### src/hw/rtl/srr_pkg.sv
// Shared widths, codes and types for the selective-repeat receiver.
`timescale 1ns / 1ps
package srr_pkg;

    localparam int WINDOW_DEF      = 24;
    localparam int MAX_PAYLOAD_DEF = 1281;

    localparam int FUNC_W  = 2;
    localparam int BYTE_W  = 8;
    localparam int SEQ_W   = 16;
    localparam int LEN_W   = 11;
    localparam int CRC_W   = 32;
    localparam int KIND_W  = 3;
    localparam int WIDE_W  = 32;
    localparam int SLOT_OUT_W = 5;

    localparam int IN_DATA_W  = 72;
    localparam int OUT_DATA_W = 88;

    localparam logic [CRC_W-1:0] CRC_INIT = 32'hFFFF_FFFF;
    localparam logic [CRC_W-1:0] CRC_POLY = 32'hEDB8_8320;

    typedef enum logic [FUNC_W-1:0] {
        FUNC_HEADER  = 2'd0,
        FUNC_PAYLOAD = 2'd1,
        FUNC_END     = 2'd2,
        FUNC_NONE    = 2'd3
    } func_t;

    typedef enum logic [KIND_W-1:0] {
        KIND_CORRUPT   = 3'd0,
        KIND_ACCEPTED  = 3'd1,
        KIND_DELIVERED = 3'd2,
        KIND_IGNORED   = 3'd3,
        KIND_ACK       = 3'd4
    } kind_t;

    typedef enum logic [5:0] {
        ST_IDLE  = 6'b000001,
        ST_CHECK = 6'b000010,
        ST_RD    = 6'b000100,
        ST_DLV   = 6'b001000,
        ST_ACK1  = 6'b010000,
        ST_ACK2  = 6'b100000
    } state_t;

    typedef struct packed {
        logic             clear;
        logic             update;
        logic [BYTE_W-1:0] data;
    } crc_ctl_t;

endpackage

### src/hw/rtl/selective_repeat_receiver.sv
// Selective-repeat receiver top level: window control, length RAM and result register.
// Header, payload-byte and unused-code words are taken whenever the receiver is idle,
// with results never produced for them. After an end word the input is held through the
// check state when the packet is corrupt and through the check and two ack states
// otherwise; a packet at the window base adds a read state for the final slot lookup plus
// a read and a deliver state per packet delivered, as the controller reads each stored
// length from the slot RAM, whose read is registered; a stalled result output adds its
// wait. Received flags reset at once, so no clearing pass follows reset. After the
// completing ack every word is taken and dropped.
`timescale 1ns / 1ps
module selective_repeat_receiver
    import srr_pkg::*;
#(
    parameter int WINDOW      = WINDOW_DEF,
    parameter int MAX_PAYLOAD = MAX_PAYLOAD_DEF
) (
    input  logic                  clk,
    input  logic                  rst_n,
    input  logic                  s_tvalid,
    output logic                  s_tready,
    // data_byte[7:0], seq_num[23:8], pkt_len[34:24], checksum[66:35], zeros
    input  logic [IN_DATA_W-1:0]  s_tdata,
    // func[1:0]
    input  logic [FUNC_W-1:0]     s_tuser,
    input  logic                  s_tlast,
    output logic                  m_tvalid,
    input  logic                  m_tready,
    // seq_out[31:0], slot[36:32], length_out[47:37], ack_value[79:48], done_res[80], zeros
    output logic [OUT_DATA_W-1:0] m_tdata,
    // kind[2:0]
    output logic [KIND_W-1:0]     m_tuser,
    output logic                  m_tlast
);

    localparam int SLOT_W = $clog2(WINDOW);

    state_t              state_reg, state_next;
    logic [WIDE_W-1:0]   base_reg, base_next;
    logic [SLOT_W-1:0]   base_slot_reg, base_slot_next;
    logic [WINDOW-1:0]   flags_reg, flags_next;
    logic                finished_reg, finished_next;
    logic [SEQ_W-1:0]    cur_seq_reg;
    logic [LEN_W-1:0]    cur_len_reg;
    logic [CRC_W-1:0]    cur_sum_reg;
    logic                cur_last_reg;

    logic                out_valid_reg, out_valid_next;
    kind_t               out_kind_reg, out_kind_next;
    logic [WIDE_W-1:0]   out_seq_reg, out_seq_next;
    logic [SLOT_W-1:0]   out_slot_reg, out_slot_next;
    logic [LEN_W-1:0]    out_len_reg, out_len_next;
    logic [WIDE_W-1:0]   out_ack_reg, out_ack_next;
    logic                out_done_reg, out_done_next;
    logic                out_last_reg, out_last_next;

    crc_ctl_t            crc_ctl;
    logic [CRC_W-1:0]    crc;
    logic                ram_we, ram_re;
    logic [SLOT_W-1:0]   ram_waddr;
    logic [LEN_W-1:0]    ram_rdata;

    logic                in_acc;
    func_t               func;
    logic [WIDE_W-1:0]   seq_wide, ack;
    logic [WIDE_W:0]     diff;
    logic                in_window, corrupt, done;
    logic [SLOT_W:0]     slot_sum;
    logic [SLOT_W-1:0]   slot;
    logic                can_load;

    assign s_tready = (state_reg == ST_IDLE);
    assign in_acc   = s_tvalid && s_tready;
    assign func     = func_t'(s_tuser);
    assign can_load = !out_valid_reg || m_tready;

    assign seq_wide  = {{(WIDE_W-SEQ_W){1'b0}}, cur_seq_reg};
    assign diff      = {1'b0, seq_wide} - {1'b0, base_reg};
    assign in_window = !diff[WIDE_W] && (diff[WIDE_W-1:0] < WIDE_W'(WINDOW));
    assign slot_sum  = {1'b0, base_slot_reg} + {1'b0, diff[SLOT_W-1:0]};
    assign slot      = (slot_sum >= (SLOT_W+1)'(WINDOW))
                       ? SLOT_W'(slot_sum - (SLOT_W+1)'(WINDOW)) : slot_sum[SLOT_W-1:0];
    assign corrupt   = (~crc != cur_sum_reg) || (cur_len_reg > LEN_W'(MAX_PAYLOAD));
    assign ack       = base_reg - WIDE_W'(1);
    assign done      = (cur_last_reg && (seq_wide == ack))
                       || ((cur_len_reg == '0) && cur_last_reg);

    assign crc_ctl.clear  = in_acc && !finished_reg && (func == FUNC_HEADER);
    assign crc_ctl.update = in_acc && !finished_reg && (func == FUNC_PAYLOAD);
    assign crc_ctl.data   = s_tdata[7:0];

    srr_crc u_crc (
        .clk   (clk),
        .rst_n (rst_n),
        .ctl   (crc_ctl),
        .crc   (crc)
    );

    srr_ram #(
        .WIDTH (LEN_W),
        .DEPTH (WINDOW)
    ) u_len_ram (
        .clk     (clk),
        .wr_en   (ram_we),
        .wr_addr (ram_waddr),
        .wr_data (cur_len_reg),
        .rd_en   (ram_re),
        .rd_addr (base_slot_reg),
        .rd_data (ram_rdata)
    );

    always_comb
    begin
        state_next     = state_reg;
        base_next      = base_reg;
        base_slot_next = base_slot_reg;
        flags_next     = flags_reg;
        finished_next  = finished_reg;
        out_valid_next = out_valid_reg && !m_tready;
        out_kind_next  = out_kind_reg;
        out_seq_next   = out_seq_reg;
        out_slot_next  = out_slot_reg;
        out_len_next   = out_len_reg;
        out_ack_next   = out_ack_reg;
        out_done_next  = out_done_reg;
        out_last_next  = out_last_reg;
        ram_we         = 1'b0;
        ram_waddr      = slot;
        ram_re         = 1'b0;

        unique case (state_reg)
            ST_IDLE:
            begin
                if (in_acc && !finished_reg && (func == FUNC_END))
                begin
                    state_next = ST_CHECK;
                end
            end
            ST_CHECK:
            begin
                if (can_load)
                begin
                    out_seq_next  = seq_wide;
                    out_slot_next = '0;
                    out_len_next  = cur_len_reg;
                    out_ack_next  = '0;
                    out_done_next = 1'b0;
                    out_last_next = 1'b0;
                    if (corrupt)
                    begin
                        out_valid_next = 1'b1;
                        out_kind_next  = KIND_CORRUPT;
                        out_last_next  = 1'b1;
                        state_next     = ST_IDLE;
                    end
                    else if (in_window)
                    begin
                        flags_next[slot] = 1'b1;
                        ram_we           = 1'b1;
                        if (diff[WIDE_W-1:0] != '0)
                        begin
                            out_valid_next = 1'b1;
                            out_kind_next  = KIND_ACCEPTED;
                            out_slot_next  = slot;
                            state_next     = ST_ACK1;
                        end
                        else
                        begin
                            state_next = ST_RD;
                        end
                    end
                    else
                    begin
                        out_valid_next = 1'b1;
                        out_kind_next  = KIND_IGNORED;
                        state_next     = ST_ACK1;
                    end
                end
            end
            ST_RD:
            begin
                if (flags_reg[base_slot_reg])
                begin
                    ram_re     = 1'b1;
                    state_next = ST_DLV;
                end
                else
                begin
                    state_next = ST_ACK1;
                end
            end
            ST_DLV:
            begin
                if (can_load)
                begin
                    out_valid_next = 1'b1;
                    out_kind_next  = KIND_DELIVERED;
                    out_seq_next   = base_reg;
                    out_slot_next  = base_slot_reg;
                    out_len_next   = ram_rdata;
                    out_ack_next   = '0;
                    out_done_next  = 1'b0;
                    out_last_next  = 1'b0;
                    flags_next[base_slot_reg] = 1'b0;
                    base_next      = base_reg + WIDE_W'(1);
                    base_slot_next = (base_slot_reg == SLOT_W'(WINDOW - 1))
                                     ? '0 : base_slot_reg + SLOT_W'(1);
                    state_next     = ST_RD;
                end
            end
            ST_ACK1:
            begin
                if (seq_wide > ack)
                begin
                    state_next = ST_ACK2;
                end
                else if (can_load)
                begin
                    out_valid_next = 1'b1;
                    out_kind_next  = KIND_ACK;
                    out_seq_next   = seq_wide;
                    out_slot_next  = '0;
                    out_len_next   = '0;
                    out_ack_next   = ack;
                    out_done_next  = 1'b0;
                    out_last_next  = 1'b0;
                    state_next     = ST_ACK2;
                end
            end
            ST_ACK2:
            begin
                if (can_load)
                begin
                    out_valid_next = 1'b1;
                    out_kind_next  = KIND_ACK;
                    out_seq_next   = seq_wide;
                    out_slot_next  = '0;
                    out_len_next   = '0;
                    out_ack_next   = ack;
                    out_done_next  = done;
                    out_last_next  = 1'b1;
                    finished_next  = done;
                    state_next     = ST_IDLE;
                end
            end
            default:
            begin
                state_next = ST_IDLE;
            end
        endcase
    end

    always_ff @(posedge clk or negedge rst_n)
    begin
        if (!rst_n)
        begin
            state_reg     <= ST_IDLE;
            base_reg      <= '0;
            base_slot_reg <= '0;
            flags_reg     <= '0;
            finished_reg  <= 1'b0;
            out_valid_reg <= 1'b0;
        end
        else
        begin
            state_reg     <= state_next;
            base_reg      <= base_next;
            base_slot_reg <= base_slot_next;
            flags_reg     <= flags_next;
            finished_reg  <= finished_next;
            out_valid_reg <= out_valid_next;
        end
    end

    always_ff @(posedge clk)
    begin
        // latch packet fields on a header word
        if (in_acc && !finished_reg && (func == FUNC_HEADER))
        begin
            cur_seq_reg  <= s_tdata[23:8];
            cur_len_reg  <= s_tdata[34:24];
            cur_sum_reg  <= s_tdata[66:35];
            cur_last_reg <= s_tlast;
        end
        out_kind_reg <= out_kind_next;
        out_seq_reg  <= out_seq_next;
        out_slot_reg <= out_slot_next;
        out_len_reg  <= out_len_next;
        out_ack_reg  <= out_ack_next;
        out_done_reg <= out_done_next;
        out_last_reg <= out_last_next;
    end

    assign m_tvalid = out_valid_reg;
    assign m_tuser  = out_kind_reg;
    assign m_tlast  = out_last_reg;
    assign m_tdata  = {{(OUT_DATA_W-81){1'b0}}, out_done_reg, out_ack_reg, out_len_reg,
                       SLOT_OUT_W'(out_slot_reg), out_seq_reg};

endmodule

### src/hw/rtl/srr_ram.sv
// Generic single-port-write, single-port-read RAM with registered read.
`timescale 1ns / 1ps
module srr_ram #(
    parameter int WIDTH = 8,
    parameter int DEPTH = 16,
    localparam int AW = (DEPTH > 1) ? $clog2(DEPTH) : 1
) (
    input  logic             clk,
    input  logic             wr_en,
    input  logic [AW-1:0]    wr_addr,
    input  logic [WIDTH-1:0] wr_data,
    input  logic             rd_en,
    input  logic [AW-1:0]    rd_addr,
    output logic [WIDTH-1:0] rd_data
);

    logic [WIDTH-1:0] mem [DEPTH];

    always_ff @(posedge clk)
    begin
        if (wr_en)
        begin
            mem[wr_addr] <= wr_data;
        end
        if (rd_en)
        begin
            rd_data <= mem[rd_addr];
        end
    end

endmodule

### src/hw/rtl/srr_crc.sv
// CRC-32 register, reflected, one byte per cycle while update is asserted.
`timescale 1ns / 1ps
module srr_crc
    import srr_pkg::*;
(
    input  logic             clk,
    input  logic             rst_n,
    input  crc_ctl_t         ctl,
    output logic [CRC_W-1:0] crc
);

    logic [CRC_W-1:0] crc_reg;
    logic [CRC_W-1:0] crc_next;

    always_comb
    begin
        logic [CRC_W-1:0] c;
        c = crc_reg ^ {{(CRC_W-BYTE_W){1'b0}}, ctl.data};
        for (int b = 0; b < 8; b++)
        begin
            c = (c >> 1) ^ (CRC_POLY & {CRC_W{c[0]}});
        end
        if (ctl.clear)
        begin
            crc_next = CRC_INIT;
        end
        else if (ctl.update)
        begin
            crc_next = c;
        end
        else
        begin
            crc_next = crc_reg;
        end
    end

    always_ff @(posedge clk or negedge rst_n)
    begin
        if (!rst_n)
        begin
            crc_reg <= CRC_INIT;
        end
        else
        begin
            crc_reg <= crc_next;
        end
    end

    assign crc = crc_reg;

endmodule

### config.mk
export PLATFORM = sky130hd
export DESIGN_NAME = selective_repeat_receiver
export DESIGN_NICKNAME = d
export VERILOG_FILES = /design/src/hw/rtl/srr_pkg.sv /design/src/hw/rtl/selective_repeat_receiver.sv /design/src/hw/rtl/srr_ram.sv /design/src/hw/rtl/srr_crc.sv
export SDC_FILE = /design/constraint.sdc
export NUM_CORES = 1
export LEC_CHECK = 0
export BUFFER_PORTS_ARGS = -buffer_cell sky130_fd_sc_hd__buf_2
export CORE_MARGIN = 1
export CORE_UTILIZATION = 45
export DETAILED_ROUTE_END_ITERATION = 6
export PLACE_DENSITY = 0.73
export SYNTH_ARGS = -nofsm -noshare
export SYNTH_HDL_FRONTEND = slang
export SYNTH_HIERARCHICAL = 1
export SYNTH_SLANG_ARGS = --single-unit
### constraint.sdc
create_clock -name clk -period 12 [get_ports clk]
set_clock_uncertainty 0.15 [all_clocks]
set_input_delay 1.2 -clock clk [delete_from_list [all_inputs] [get_ports clk]]
set_output_delay 1.2 -clock clk [all_outputs]
set_load 0.01 [all_outputs]
# Word-level counts from Yosys, hierarchy flattened
# Memories as Yosys holds them, arrays and structs flattened. A register that Yosys moved wholly into a read port is not among the register bits.
# Index checks and enable logic that the tools add are counted.
[totals]
n_memories = 1
in_bits = 79
output_inout_bits = 94
ramBits = 264
ff_bits = 246
elab_cells = 186
[mem_list]
columns = ["memory", "depth", "word_bits", "rd", "rd_ports_with_merged_regs", "wr", "line_no", "text"]
rows = [
  ["u_len_ram.mem", 24, 11, 1, 1, 1, "srr_ram.sv:17", "logic [WIDTH-1:0] mem [DEPTH];"],
]
[classes]
magnitude_cmp = 8
bitwise = 13
n_reduce_logical = 39
eq_ne = 21
add_sub_neg = 6
muxes = 80
[ops]
columns = ["op", "n"]
rows = [
  ["two-way mux 32 bit", 8],
  ["bitwise XOR 31 x 32 -> 32 bit", 8],
  ["case mux 32 bit (3 select lines)", 2],
  ["two-way mux 24 bit", 4],
  ["two-way mux 5 bit", 11],
  ["two-way mux 6 bit", 8],
  ["case mux 24 bit (2 select lines)", 1],
  ["two-way mux 11 bit", 4],
  ["case mux 11 bit (4 select lines)", 1],
  ["case mux 6 bit (6 select lines)", 1],
  ["subtractor 16 x 32 -> 33 bit", 1],
  ["adder 32 x 1 -> 32 bit, second input constant", 1],
  ["equality test 16 x 32 -> 1 bit", 1],
  ["> comparator 16 x 32 -> 1 bit", 1],
  ["less-than comparator 32 x 5 -> 1 bit, second input constant", 1],
  ["!= test 32 bit", 1],
  ["inverter 32 bit", 1],
  ["nonzero test 32 bit", 1],
  ["subtractor 32 x 1 -> 32 bit, second input constant", 1],
  ["bitwise XOR 32 x 8 -> 32 bit", 1],
  ["two-way mux 1 bit", 25],
  ["bitwise AND 24 bit", 1],
  ["inverter 24 bit", 1],
  ["bitwise OR 24 bit", 1],
  ["40 further kinds", 81],
]

# Longest topological paths before layout
[depth]
ltp_word = 13
depth_mapped = 16
depth_no_buf = 15

# Modules after synthesis
# Netlist, hierarchy kept.
[by_module_without_submodules]
columns = ["module", "area_per_inst_um2", "instances", "seq_area_each_um2", "cells_per_inst"]
rows = [
  ["selective_repeat_receiver", 12104.1, 1, 6082.1, 1148],
  ["srr_ram", 10657.7, 1, 8257.9, 509],
  ["srr_crc", 2134.5, 1, 840.8, 187],
]

# Worst setup path before layout
# No wires, ideal clock.
[synth_path]
path_kind = "register to register"
start = "register state_reg[0]"
end = "register u_crc.crc_reg[22], in the netlist u_crc/crc[22]"
t_required_ns = 11.764
stages_incl_launch_ff = 8
setup_ns = 0.086
setup_slack_ns = 5.245
t_arrival_ns = 6.519
n_path_buf = 1
period_less_slack_ns = 6.755
path_cell_list = "dfstp_2 -> or4b_2 -> nor3_1 -> nand3b_1 -> nor3_1 -> clkbuf_1 -> a21oi_1 -> o31ai_2"
[synth_lines]
columns = ["item", "line_no", "text"]
rows = [
  ["start, declared", "selective_repeat_receiver.sv:37", "state_t state_reg, state_next;"],
  ["start signal, assigned", "selective_repeat_receiver.sv:265", "state_reg <= state_next;"],
  ["end signal, assigned", "srr_crc.sv:45", "crc_reg <= crc_next;"],
  ["end, declared", "srr_crc.sv:12", "logic [CRC_W-1:0] crc_reg;"],
]

# Worst setup path in the final report
[layout_path]
start = "register base_reg[7]"
end = "memory u_len_ram/mem[16][3] in the netlist's numbering, enable pin"
[layout_via]
elab_chain_cells = 9
elab_cells_between_ends = 10
classes_between = "1 x add/sub; 1 x order compare; 6 x mux; 2 x reduce/logical"
[layout_lines]
columns = ["item", "line_no", "text"]
rows = [
  ["start, declared", "selective_repeat_receiver.sv:38", "logic [WIDE_W-1:0] base_reg, base_next;"],
  ["start signal, assigned", "selective_repeat_receiver.sv:266", "base_reg <= base_next;"],
  ["subtractor 16 x 32 -> 33 bit *", "selective_repeat_receiver.sv:77", "assign diff = {1'b0, seq_wide} - {1'b0, base_reg};"],
  ["less-than comparator 32 x 5 -> 1 bit or logical NOT 1 bit (tied branches)", "selective_repeat_receiver.sv:78", "assign in_window = !diff[WIDE_W] && (diff[WIDE_W-1:0] < WIDE_W'(WINDOW));"],
  ["logical AND 1 bit *", "selective_repeat_receiver.sv:78", ""],
  ["two-way mux 1 bit *", "selective_repeat_receiver.sv:155", "else if (in_window)"],
  ["two-way mux 1 bit *", "selective_repeat_receiver.sv:148", "if (corrupt)"],
  ["two-way mux 1 bit *", "selective_repeat_receiver.sv:140", "if (can_load)"],
  ["two-way mux 1 bit *", "selective_repeat_receiver.sv:130", "unique case (state_reg)"],
  ["via ram_we", "selective_repeat_receiver.sv:58", "logic ram_we, ram_re;"],
  ["two-way mux 1 bit *", "srr_ram.sv:21", "if (wr_en)"],
  ["two-way mux 1 bit (implied by the code) *", "srr_ram.sv:23", "mem[wr_addr] <= wr_data;"],
  ["end, declared", "srr_ram.sv:17", ""],
]
# The timed path passes the listed nets; every way through them passes the cells marked *.

==> metrics.md <==
| Metric | Value |
|---|---|
| Tmin final | 5.59 ns |
| Tot GR Track Use | 20.7% |
| CORE AREA | 0.0542 mm2 |
| Critical path startpoint category | flop |
| Port bufs | 160 |
| Longest Clk Path Bufs | 3 |
| Root Driver | clkbuf_16 |
| Hold_buf cts | 0 |
| Yosys reg bits | 521 |
| Leading area contributor after synthesis | edfxtp_1 |
| Type of the most critical hold path | input pin to asynchronous set/reset pin |
| Final WL | 58600 um |
| Cell variety after synth | 100 |
| Synthesized area | 0.0249 mm2 |
| Vias in the first global route | 15567 |
| I/O pin total | 173 |
| Synthesis Warnings | 6 |
| Avg Inst Size Synth | 13.5 um2 |
| Worst endpoint required time | 12.06 ns |
| Synth Instances | 1844 |
| Pin count of the biggest net entering global routing | 82 |
| Post-CTS Setup Repair Bufs | 0 |
| FF-to-FF setup slack | 6.41 ns |
| First-pass GRT wire length | 90000 um |
| Antenna violations before repair | 0 |
| Die W | 237 um |
| Worst Path Arrival | 5.65 ns |
| CTS tree | done |
| GPL Wtd Cong | 0.922 |
| First-pass detailed-route iteration total | 5 |
| Post-Layout Cell Count | 2721 |
| Worst hold margin | 0.344 ns |
| Register cell area after layout | 0.0152 mm2 |
| Setup crit end kind | flop |
| Largest Register | u_len_ram/mem |
| Hold Violations, Final | 0 |
| Dpl cells | 2623 |
| Async S/R FF share, synth | 19.4% |
| Outcome | complete, no violations |
| Number of synthesized flops with an enable pin | 420 |
| Worst-margin pin slew | 1.27 ns |
| Max Transition Viols Final | 0 |
| Vias | 15902 |
| Area growth, synth to finish | 11.7% |
| Layout cell share with drive strength beyond 1 | 19.9% |
| H-tree levels | 2 |
| Maximum VDD drop | 0.145 mV |
| Dpl hpwl | 39100 um |
| Clock Sinks | 521 |
| Fillcell total | 4563 |
| Final setup viols | 0 |
| Die H | 237 um |
| Rows | 85 |
| Total gr overflow | 0 |
| Largest cells by area after synthesis | edfxtp_1 51%, dfrtp_1 6.8%, mux4_2 3.9% |
| Kind of critical path | flop to flop |
| Multi-input logic area | 0.00898 mm2 |
| Max reg flops | 264 |
| Seq/Total Area, Yosys | 61.0% |
| Share of the synthesized area in the top cell type | 50.7% |
| Worst skew pair latency | 0.67 ns |
| Total CTS buffers | 52 |
| Clk slew on worst S/H paths | 0.07 ns |
| Initial Util | 45.9% |
| Total negative slack | 0 ns |
| Die Area | 0.0563 mm2 |
| N_diodes | 0 |
| DRC Markers | 0 |
| DR WL/cell | 21.5 um |
| Maxcap violations | 0 |
| DR vias/cell | 5.84 |
| Routed Antenna Nets | 0 |
| DRT iter0 DRCs | 1478 |
| Nets | 2105 |
| Crit path max fanout | 11 |
| Leakage | 9.84 nW |
| Main flop type after synthesis | edfxtp_1 |
| Final period util | 46.6% |
| CTS-repair resized insts | 0 |
| Power Dens Cells | 174 mW/mm2 |
| Max-slew headroom | 15.1% |
| RSZ-0062 raised after global routing | false |
| F_max | 179 MHz |
## per-layer routing
metal	wire length, um	GRT usage (%)	up-vias	part of all wire, %
met4	1800	7.72	0	3.1
met1	25600	29.4	7918	44
li1	-	-	7229	-
met5	0	0	-	0
met2	27100	32.2	638	46
met3	4160	3.31	117	7.1
## cell families (layout without fill, tap and decap cells)
| group | after synthesis | after routing | synth area share [%] |
|---|---|---|---|
| muxes | 109 | 109 | 7.01 |
| buffers and inverters | 144 | 319 | 3.10 |
| adders and majority gates | 45 | 45 | 2.32 |
| and+or+nand+nor | 524 | 524 | 10.9 |
| AOI/OAI and AO/OA | 321 | 321 | 8.75 |
| xor gates and xnor gates | 179 | 179 | 6.98 |
| DFF | 521 | 521 | 61.0 |
| other | 1 | 7 | 0.0151 |
## cells in the final DEF, fill, tap and decap left out, types with 37 or more instances in the layout
master	count
inv_1	37
nand3_1	48
ha_1	43
o21ai_0	100
mux4_2	43
xnor2_1	102
clkbuf_16	52
edfxtp_1	420
buf_2	159
nor2_1	122
dfrtp_1	65
mux2i_1	58
nand2_1	128
xor2_1	64
a21oi_1	41
## worst paths after layout
path                               from                    to  cells after the start
setup reg to reg            base_reg[7]  u_len_ram/mem[16][3]                     13
max in group asynchronous         rst_n      base_slot_reg[0]                      2
min in group clk           finished_reg          finished_reg                      2
hold / removal                    rst_n          base_reg[11]                      1
hold reg to reg            finished_reg          finished_reg                      2
setup / recovery            base_reg[7]  u_len_ram/mem[16][3]                     13
## stage by stage
step           utilization (%)  power [mW]  setup WS [ns]  cell area (um2)
6_report                  51.3        4.83           6.41            27800
5_1_grt                   51.3        5.04           6.10            27800
4_1_cts                   51.3        4.86           6.46            27800
3_5_place_dp              48.2        3.30           6.54            26200
3_3_place_gp              48.2        3.28           6.58            26200
2_1_floorplan                -        3.04           5.25            24900
## layout make-up
class | instances | share of cell area, %
Multi-Input combinational cell | 1185 | 32.3
Clock inverter | 27 | 0.850
Tap cell | 696 | 3.13
Inverter | 39 | 0.526
Timing Repair Buffer | 182 | 3.48
Clock buffer | 71 | 5.11
Sequential cell | 521 | 54.6
## synthesized netlist by cell type (6+ instances only)
| master | instances |
|---|---|
| a211o_1 | 24 |
| a211oi_1 | 32 |
| a21o_1 | 15 |
| a21oi_1 | 41 |
| a22oi_1 | 12 |
| a2bb2oi_1 | 11 |
| and2_1 | 7 |
| and3_1 | 19 |
| buf_2 | 17 |
| buf_4 | 12 |
| buf_6 | 8 |
| clkbuf_1 | 52 |
| clkbuf_8 | 8 |
| dfrtp_1 | 68 |
| dfstp_2 | 33 |
| edfxtp_1 | 420 |
| ha_1 | 43 |
| inv_1 | 37 |
| mux2i_1 | 58 |
| mux4_1 | 7 |
| mux4_2 | 43 |
| nand2_1 | 128 |
| nand2b_1 | 8 |
| nand3_1 | 48 |
| nand3b_1 | 11 |
| nand4_1 | 25 |
| nor2_1 | 122 |
| nor2_2 | 7 |
| nor2b_1 | 23 |
| nor3_1 | 31 |
| nor3b_1 | 6 |
| nor4_1 | 28 |
| o2111ai_1 | 8 |
| o211ai_1 | 14 |
| o21ai_0 | 100 |
| o21bai_1 | 6 |
| o311ai_1 | 11 |
| or2_2 | 8 |
| or3_1 | 12 |
| xnor2_1 | 102 |
| xnor2_2 | 6 |
| xor2_1 | 64 |
## critical path: stages (launching register included)
cell	delay, ns
dfrtp_1	0.40
clkinv_1	0.21
ha_1	0.45
a21oi_1	0.31
o21ai_1	0.19
and3_1	0.23
nor4_1	0.26
o2111ai_1	0.17
nor4_1	0.48
nor3b_4	0.48
nand3_2	0.18
inv_1	0.15
or3b_2	0.59
nor2_1	0.94
## where the power goes
part,internal [mW],leakage [nW],switching (mW)
logic,0.462,3.97,0.562
registers,2.14,5.07,0.112
clock network,0.861,0.811,0.698
total,3.46,9.84,1.37
Note: power is estimated with default switching activity, not from simulation.
